File: src/sv/stree_pkg.sv
`timescale 1ns / 1ps
// Shared types, constants and helpers for the segment tree range reducer.
// No dependencies; stree_alu and the top level import this package.
package stree_pkg;

  // Tree geometry
  localparam int unsigned LEAVES    = 1024;
  localparam int unsigned LEAF_BASE = 2 ** $clog2(LEAVES);
  localparam int unsigned NODES     = 2 * LEAF_BASE;
  localparam int unsigned NODE_AW   = $clog2(NODES);
  localparam int unsigned POS_W     = NODE_AW + 1;

  // Field widths
  localparam int unsigned DATA_W = 64;
  localparam int unsigned IDX_W  = 10;
  localparam int unsigned LEN_W  = 11;
  localparam int unsigned OP_W   = 2;
  localparam int unsigned MODE_W = 2;

  // Reduction select
  localparam logic [OP_W-1:0] OP_MIN = 2'd0;
  localparam logic [OP_W-1:0] OP_MAX = 2'd1;

  // Item kinds
  localparam logic [MODE_W-1:0] MODE_UPDATE = 2'd0;
  localparam logic [MODE_W-1:0] MODE_READ   = 2'd1;
  localparam logic [MODE_W-1:0] MODE_QUERY  = 2'd2;
  localparam logic [MODE_W-1:0] MODE_FILL   = 2'd3;

  // Configuration register indexes
  localparam logic CFG_OP_KIND      = 1'b0;
  localparam logic CFG_ARRAY_LENGTH = 1'b1;

  localparam logic signed [DATA_W-1:0] MIN_IDENTITY = 64'sh4000_0000_0000_0000;
  localparam logic signed [DATA_W-1:0] MAX_IDENTITY = 64'shC000_0000_0000_0000;
  localparam logic [LEN_W-1:0]         LEN_RESET    = 11'd1024;

  typedef struct packed {
    logic [MODE_W-1:0]        mode;
    logic [IDX_W-1:0]         index_left;
    logic [LEN_W-1:0]         index_right;
    logic signed [DATA_W-1:0] value;
  } in_item_t;

  typedef struct packed {
    logic signed [DATA_W-1:0] result_value;
    logic                     bad_index;
  } out_item_t;

  function automatic logic signed [DATA_W-1:0] identity(input logic [OP_W-1:0] op);
    logic signed [DATA_W-1:0] id;
    if (op == OP_MIN) id = MIN_IDENTITY;
    else if (op == OP_MAX) id = MAX_IDENTITY;
    else id = '0;
    return id;
  endfunction

endpackage

File: src/sv/stree_alu.sv
`timescale 1ns / 1ps
// Shared reduction unit: signed min, signed max or wrapping sum of two nodes.
// Depends on stree_pkg.
module stree_alu (
  input  logic [stree_pkg::OP_W-1:0]          op_i,
  input  logic signed [stree_pkg::DATA_W-1:0] a_i,
  input  logic signed [stree_pkg::DATA_W-1:0] b_i,
  output logic signed [stree_pkg::DATA_W-1:0] res_o
);
  import stree_pkg::*;

  logic b_lt_a;

  assign b_lt_a = (b_i < a_i);

  always_comb begin
    // select code 3 behaves as sum
    if (op_i == OP_MIN) begin
      res_o = b_lt_a ? b_i : a_i;
    end else if (op_i == OP_MAX) begin
      res_o = (a_i < b_i) ? b_i : a_i;
    end else begin
      res_o = a_i + b_i;
    end
  end

endmodule

File: config.mk
export PLATFORM = sky130hd
export DESIGN_NAME = stree_alu
export DESIGN_NICKNAME = d
export VERILOG_FILES = /design/src/sv/stree_pkg.sv /design/src/sv/stree_alu.sv
export SDC_FILE = /design/constraint.sdc
export NUM_CORES = 1
export LEC_CHECK = 0
export ABC_CLOCK_PERIOD_IN_PS = 3660
export BUFFER_PORTS_ARGS = -buffer_cell sky130_fd_sc_hd__buf_2
export CORE_UTILIZATION = 51
export DETAILED_ROUTE_END_ITERATION = 7
export PLACE_DENSITY = 0.81
export SLEW_MARGIN = 30
export SYNTH_ARGS = -nofsm -noshare
export SYNTH_HDL_FRONTEND = slang
export SYNTH_SLANG_ARGS = --single-unit
export TNS_END_PERCENT = 1
File: constraint.sdc
create_clock -name vclk -period 3.66
set_input_delay 0.549 -clock vclk [all_inputs]
set_output_delay 0.549 -clock vclk [all_outputs]
set_load 0.02 [all_outputs]
# Word level (Yosys, flattened, before mapping)
# Index checks and enable logic that the tools add are counted.
op_classes:
  addsub: 1
  n_mux: 4
  n_reduce_logical: 1
  eq_ne: 1
  n_lt_le_gt_ge: 2
ops:
  columns: ["operator", "n"]
  rows:
  - ["64-bit two-way mux", 4]
  - ["64-bit less-than comparator", 2]
  - ["64-bit adder", 1]
  - ["2-bit by 1-bit equality test with 1-bit output, second input constant", 1]
  - ["2-bit zero test", 1]
word_totals:
  register_bits: 0
  input_bits: 130
  wordCells: 9
  out_inout_bits: 64

# Longest topological paths before layout
logic_depth:
  word_depth: 4
  mapped_depth: 15
  ltp_nobuf: 13

# Least setup slack after synthesis
# Ideal clock, no wire load.
synth_path:
  kind: "in2out"
  startpoint: "input b_i[9] (netlist name)"
  endpoint: "output res_o[62] (netlist name)"
  path_slack_ps: -200
  arrival_time_ps: 3311
  stages: 13
  n_path_buf: 1
  required_time_ps: 3111
  cell_sequence: "inv_1 > ha_1 > a21o_1 > nand3_1 > a21oi_1 > o311a_1 > o41ai_1 > nand3_2 > xnor2_1 > mux2_4 > buf_6 > mux2_4 > nor3_2"
synth_via:
  elab_chain_len: 4
  word_cells_on_any_way: 7
  cone_classes: "1 x add/sub; 2 x order compare; 4 x mux"
synth_lines:
  columns: ["item", "line_no", "rtl"]
  rows:
  - ["start: declaration", "stree_alu.sv:7", "input logic signed [stree_pkg::DATA_W-1:0] b_i,"]
  - ["64-bit less-than comparator", "stree_alu.sv:21", "res_o = (a_i < b_i) ? b_i : a_i;"]
  - ["64-bit two-way mux", "stree_alu.sv:21", null]
  - ["64-bit two-way mux", "stree_alu.sv:20", "end else if (op_i == OP_MAX) begin"]
  - ["64-bit two-way mux (*)", "stree_alu.sv:18", "if (op_i == OP_MIN) begin"]
  - ["end: declaration", "stree_alu.sv:8", "output logic signed [stree_pkg::DATA_W-1:0] res_o"]
# Every way passes the cells marked *; elsewhere a longest branch is shown, timed or not.

# Worst setup path in the final report
layout_path:
  startpoint: "input b_i[49] (netlist name)"
  endpoint: "output res_o[62] (netlist name)"
# The elaborated chain is that of the path after synthesis.

==> impl_metrics.env <==
export IMPL_areaGrowthSynthToFinish_pct=65.29
export IMPL_synthSimpleGateAreaFrac_pct=20.39
export IMPL_maxSlewHeadroom_pct=57.73
export IMPL_dp_hpwl_mm=22.49
export IMPL_detail_route_first_pass_iterations=8
export IMPL_multiInputGateArea_sq_um=7199
export IMPL_synth_top_family_by_area="compound AO/OA/AOI/OAI gates"
export IMPL_grt_setup_unrepaired="yes"
export IMPL_core_sq_um=13350
export IMPL_p_int_mw=1.186
export IMPL_leakage_nw=5.895
export IMPL_port_buffers=194
export IMPL_switching_share_pct=52.67
export IMPL_dieArea_sq_um=14260
export IMPL_clkPwrFrac_pct=0
export IMPL_arrival_ns=3.85
export IMPL_vdd_drop_max_uv=138.2
export IMPL_viasPerCell=6.133
export IMPL_grt_max_degree=33
export IMPL_whs_ns=1.521
export IMPL_post_synth_fa_ha_maj_area_fraction_pct=22.88
export IMPL_postSynthCellCount=1019
export IMPL_crit_type="in -> out"
export IMPL_seq_power_share_pct=0
export IMPL_seq_cells=0
export IMPL_antenna_found_initial=2
export IMPL_grt_usage_pct=40.18
export IMPL_drt_iter0_markers=1059
export IMPL_vias=10280
export IMPL_startpoint_type="primary input"
export IMPL_rows=42
export IMPL_maxSlewViolCount=0
export IMPL_worst_path_buf_inv=3
export IMPL_place_gp_congestion=0.9775
export IMPL_yosys_warnings=0
export IMPL_gr_total_overflow=0
export IMPL_dieWidth_microns=119.4
export IMPL_hp_class="in -> out"
export IMPL_synth_area_mux_share_pct=12.24
export IMPL_io_pin_count=194
export IMPL_worstMarginPinSlew_ns=0.6283
export IMPL_comb_power_share_pct=100.0
export IMPL_cp_end_kind="output pin"
export IMPL_crit_chain="buf_6 -> inv_2 -> ha_4 -> a21oi_1 -> or3_1 -> a2111oi_2 -> or4_4 -> a21oi_4 -> nand3_4 -> xnor2_4 -> mux2_4 -> mux2_4 -> nor3_4 -> buf_6"
export IMPL_num_fill_cells=690
export IMPL_detail_route_antenna_nets=0
export IMPL_max_stage_delay_ns=0.46
export IMPL_grt_pass1_wl_mm=47.38
export IMPL_synth_common_cells="ha_1 (127), inv_1 (121), a21oi_1 (90)"
export IMPL_routed_wirelength_mm=31.05
export IMPL_die_height_microns=119.4
export IMPL_synth_nets=1277
export IMPL_drc=0
export IMPL_yosysUniqueCellTypes=78
export IMPL_cp_top_family="simple AND/OR/NAND/NOR gates"
export IMPL_cp_slowest_cell="or4_4"
export IMPL_nets=1759
export IMPL_ys_seq_area_share_pct=0
export IMPL_pwr_density_cell_nw_per_um2=215.5
export IMPL_synth_xor_area_share_pct=7.472
export IMPL_ys_top_cells_by_area="ha_1 (23%), mux2i_1 (12%), inv_1 (6.5%)"
export IMPL_min_from="b_i[19]"
export IMPL_worstHoldPathCells=4
export IMPL_syn_cell_area_sq_um=7033
export IMPL_yosysTopAreaCellShare_pct=22.59
export IMPL_setup_slack_ns=-0.7371
export IMPL_synth_most_common_cell="ha_1"
export IMPL_power_switching_mw=1.320
export IMPL_clock_fmax_mhz=227.4
export IMPL_required_ns=3.11
export IMPL_status="finished with violations"
export IMPL_final_setup_tns_ns=-38.12
export IMPL_initial_utilization_pct=52.69
export IMPL_min_period_ns=4.397
export IMPL_timing_final_crit_share_pct=120.1
export IMPL_final_hold_violation_count=0
export IMPL_post_route_util_pct=87.09
export IMPL_setup_viol=64
export IMPL_failed_checks="setup timing"
export IMPL_drv_cap=0
export IMPL_post_synth_cell_area_avg_sq_um=6.902
export IMPL_grt_pass1_vias=10210
export IMPL_seq_area_sq_um=0
export IMPL_layout_drive_gt1_share_pct=46.16
export IMPL_routedWlPerCell_microns=18.53
export IMPL_crit_path_max_fanout=6
export IMPL_yosysTopAreaCell="ha_1"
export IMPL_worstHoldEndpoint="res_o[19]"
export IMPL_synth_compound_area_share_pct=26.83
export IMPL_nClkBuffers=0
[through the flow]
stage | cell area (sq um) | std cells | worst slack (ns) | power (mW)
after CTS | 11260 | 1672 | -0.4086 | 2.323
after floorplan | 7375 | 1019 | -0.04490 | 1.279
after global routing | 11620 | 1675 | -0.7303 | 2.645
after global placement | 10720 | 1663 | -0.4425 | 2.106
final | 11620 | 1676 | -0.7371 | 2.506
after detailed placement | 10720 | 1663 | -0.5583 | 2.161
[metal layers]
layer | GRT usage, % | vias to the layer above | wire length [microns]
met5 | 0 | - | 8
li1 | - | 4628 | -
met4 | 22.73 | 2 | 2116
met2 | 70.93 | 684 | 14750
met3 | 7.471 | 233 | 2677
met1 | 45.10 | 4732 | 11500
[kinds of logic (layout without fill, tap and decap cells)]
family	after synthesis	count (layout)
AO/OA/AOI/OAI	295	295
AND/OR/NAND/NOR	280	280
buffers and inverters	171	650
adder cells (fa/ha/maj)	128	128
multiplexers	85	86
XOR/XNOR	60	60
other	0	1
[layout by cell type (no fill, tap or decap), types with 5 or more instances in the layout]
cell        n
o211ai_1    6
a21oi_1    82
ha_1      103
nor3_1     16
mux2i_2    22
nor3b_1     5
a21oi_2     7
o21ai_0    28
xnor2_1    46
nor2_1     68
a31oi_1     6
ha_4       22
buf_6      21
buf_2     144
a211oi_1    9
nor2b_1    10
a211oi_2    5
inv_1     115
nand2_1    69
o21bai_1   11
o31ai_1    16
buf_4     353
inv_2       8
nand2b_1   14
o31a_1      5
nand3_1    21
o21ai_2    45
xor2_1     11
mux2i_1    59
a21o_1      9
or3_1       6
o21a_1      5
nand4_1    17
nor4_1     14
[power by group through the flow]
stage                     registers (mW)  clock network [mW]  logic, mW
after floorplan                        0                   0       1.28
after global placement                 0                   0       2.11
after detailed placement               0                   0       2.16
after CTS                              0                   0       2.32
after global routing                   0                   0       2.65
final                                  0        0.0000000365       2.51
[final cells by class]
cell class,instances,area share [%]
inverter,126,4.219
tap,176,1.894
multi-input combinational,849,61.93
timing repair buffer,524,31.93
antenna,1,0.02153
[timing repair]
| action | in CTS | in global routing |
|---|---|---|
| hold buffers | 0 | 0 |
| setup endpoints to repair | 64 | 64 |
| cloned | 1 | 0 |
| pin swaps | 24 | 24 |
| endpoints found under the hold margin | 0 | 0 |
| setup buffers | 8 | 3 |
| gates resized for setup | 106 | 63 |
[worst max path at each step]
stage	cells after the start	slack, ns	startpoint	end
final	14	-0.74	b_i[49]	res_o[62]
after global routing	15	-0.73	b_i[49]	res_o[44]
after CTS	15	-0.41	a_i[50]	res_o[44]
after detailed placement	15	-0.56	b_i[53]	res_o[44]
after floorplan	15	-0.04	b_i[53]	res_o[0]
after global placement	14	-0.44	b_i[59]	res_o[62]
Note: power is estimated with default switching activity, not from simulation.
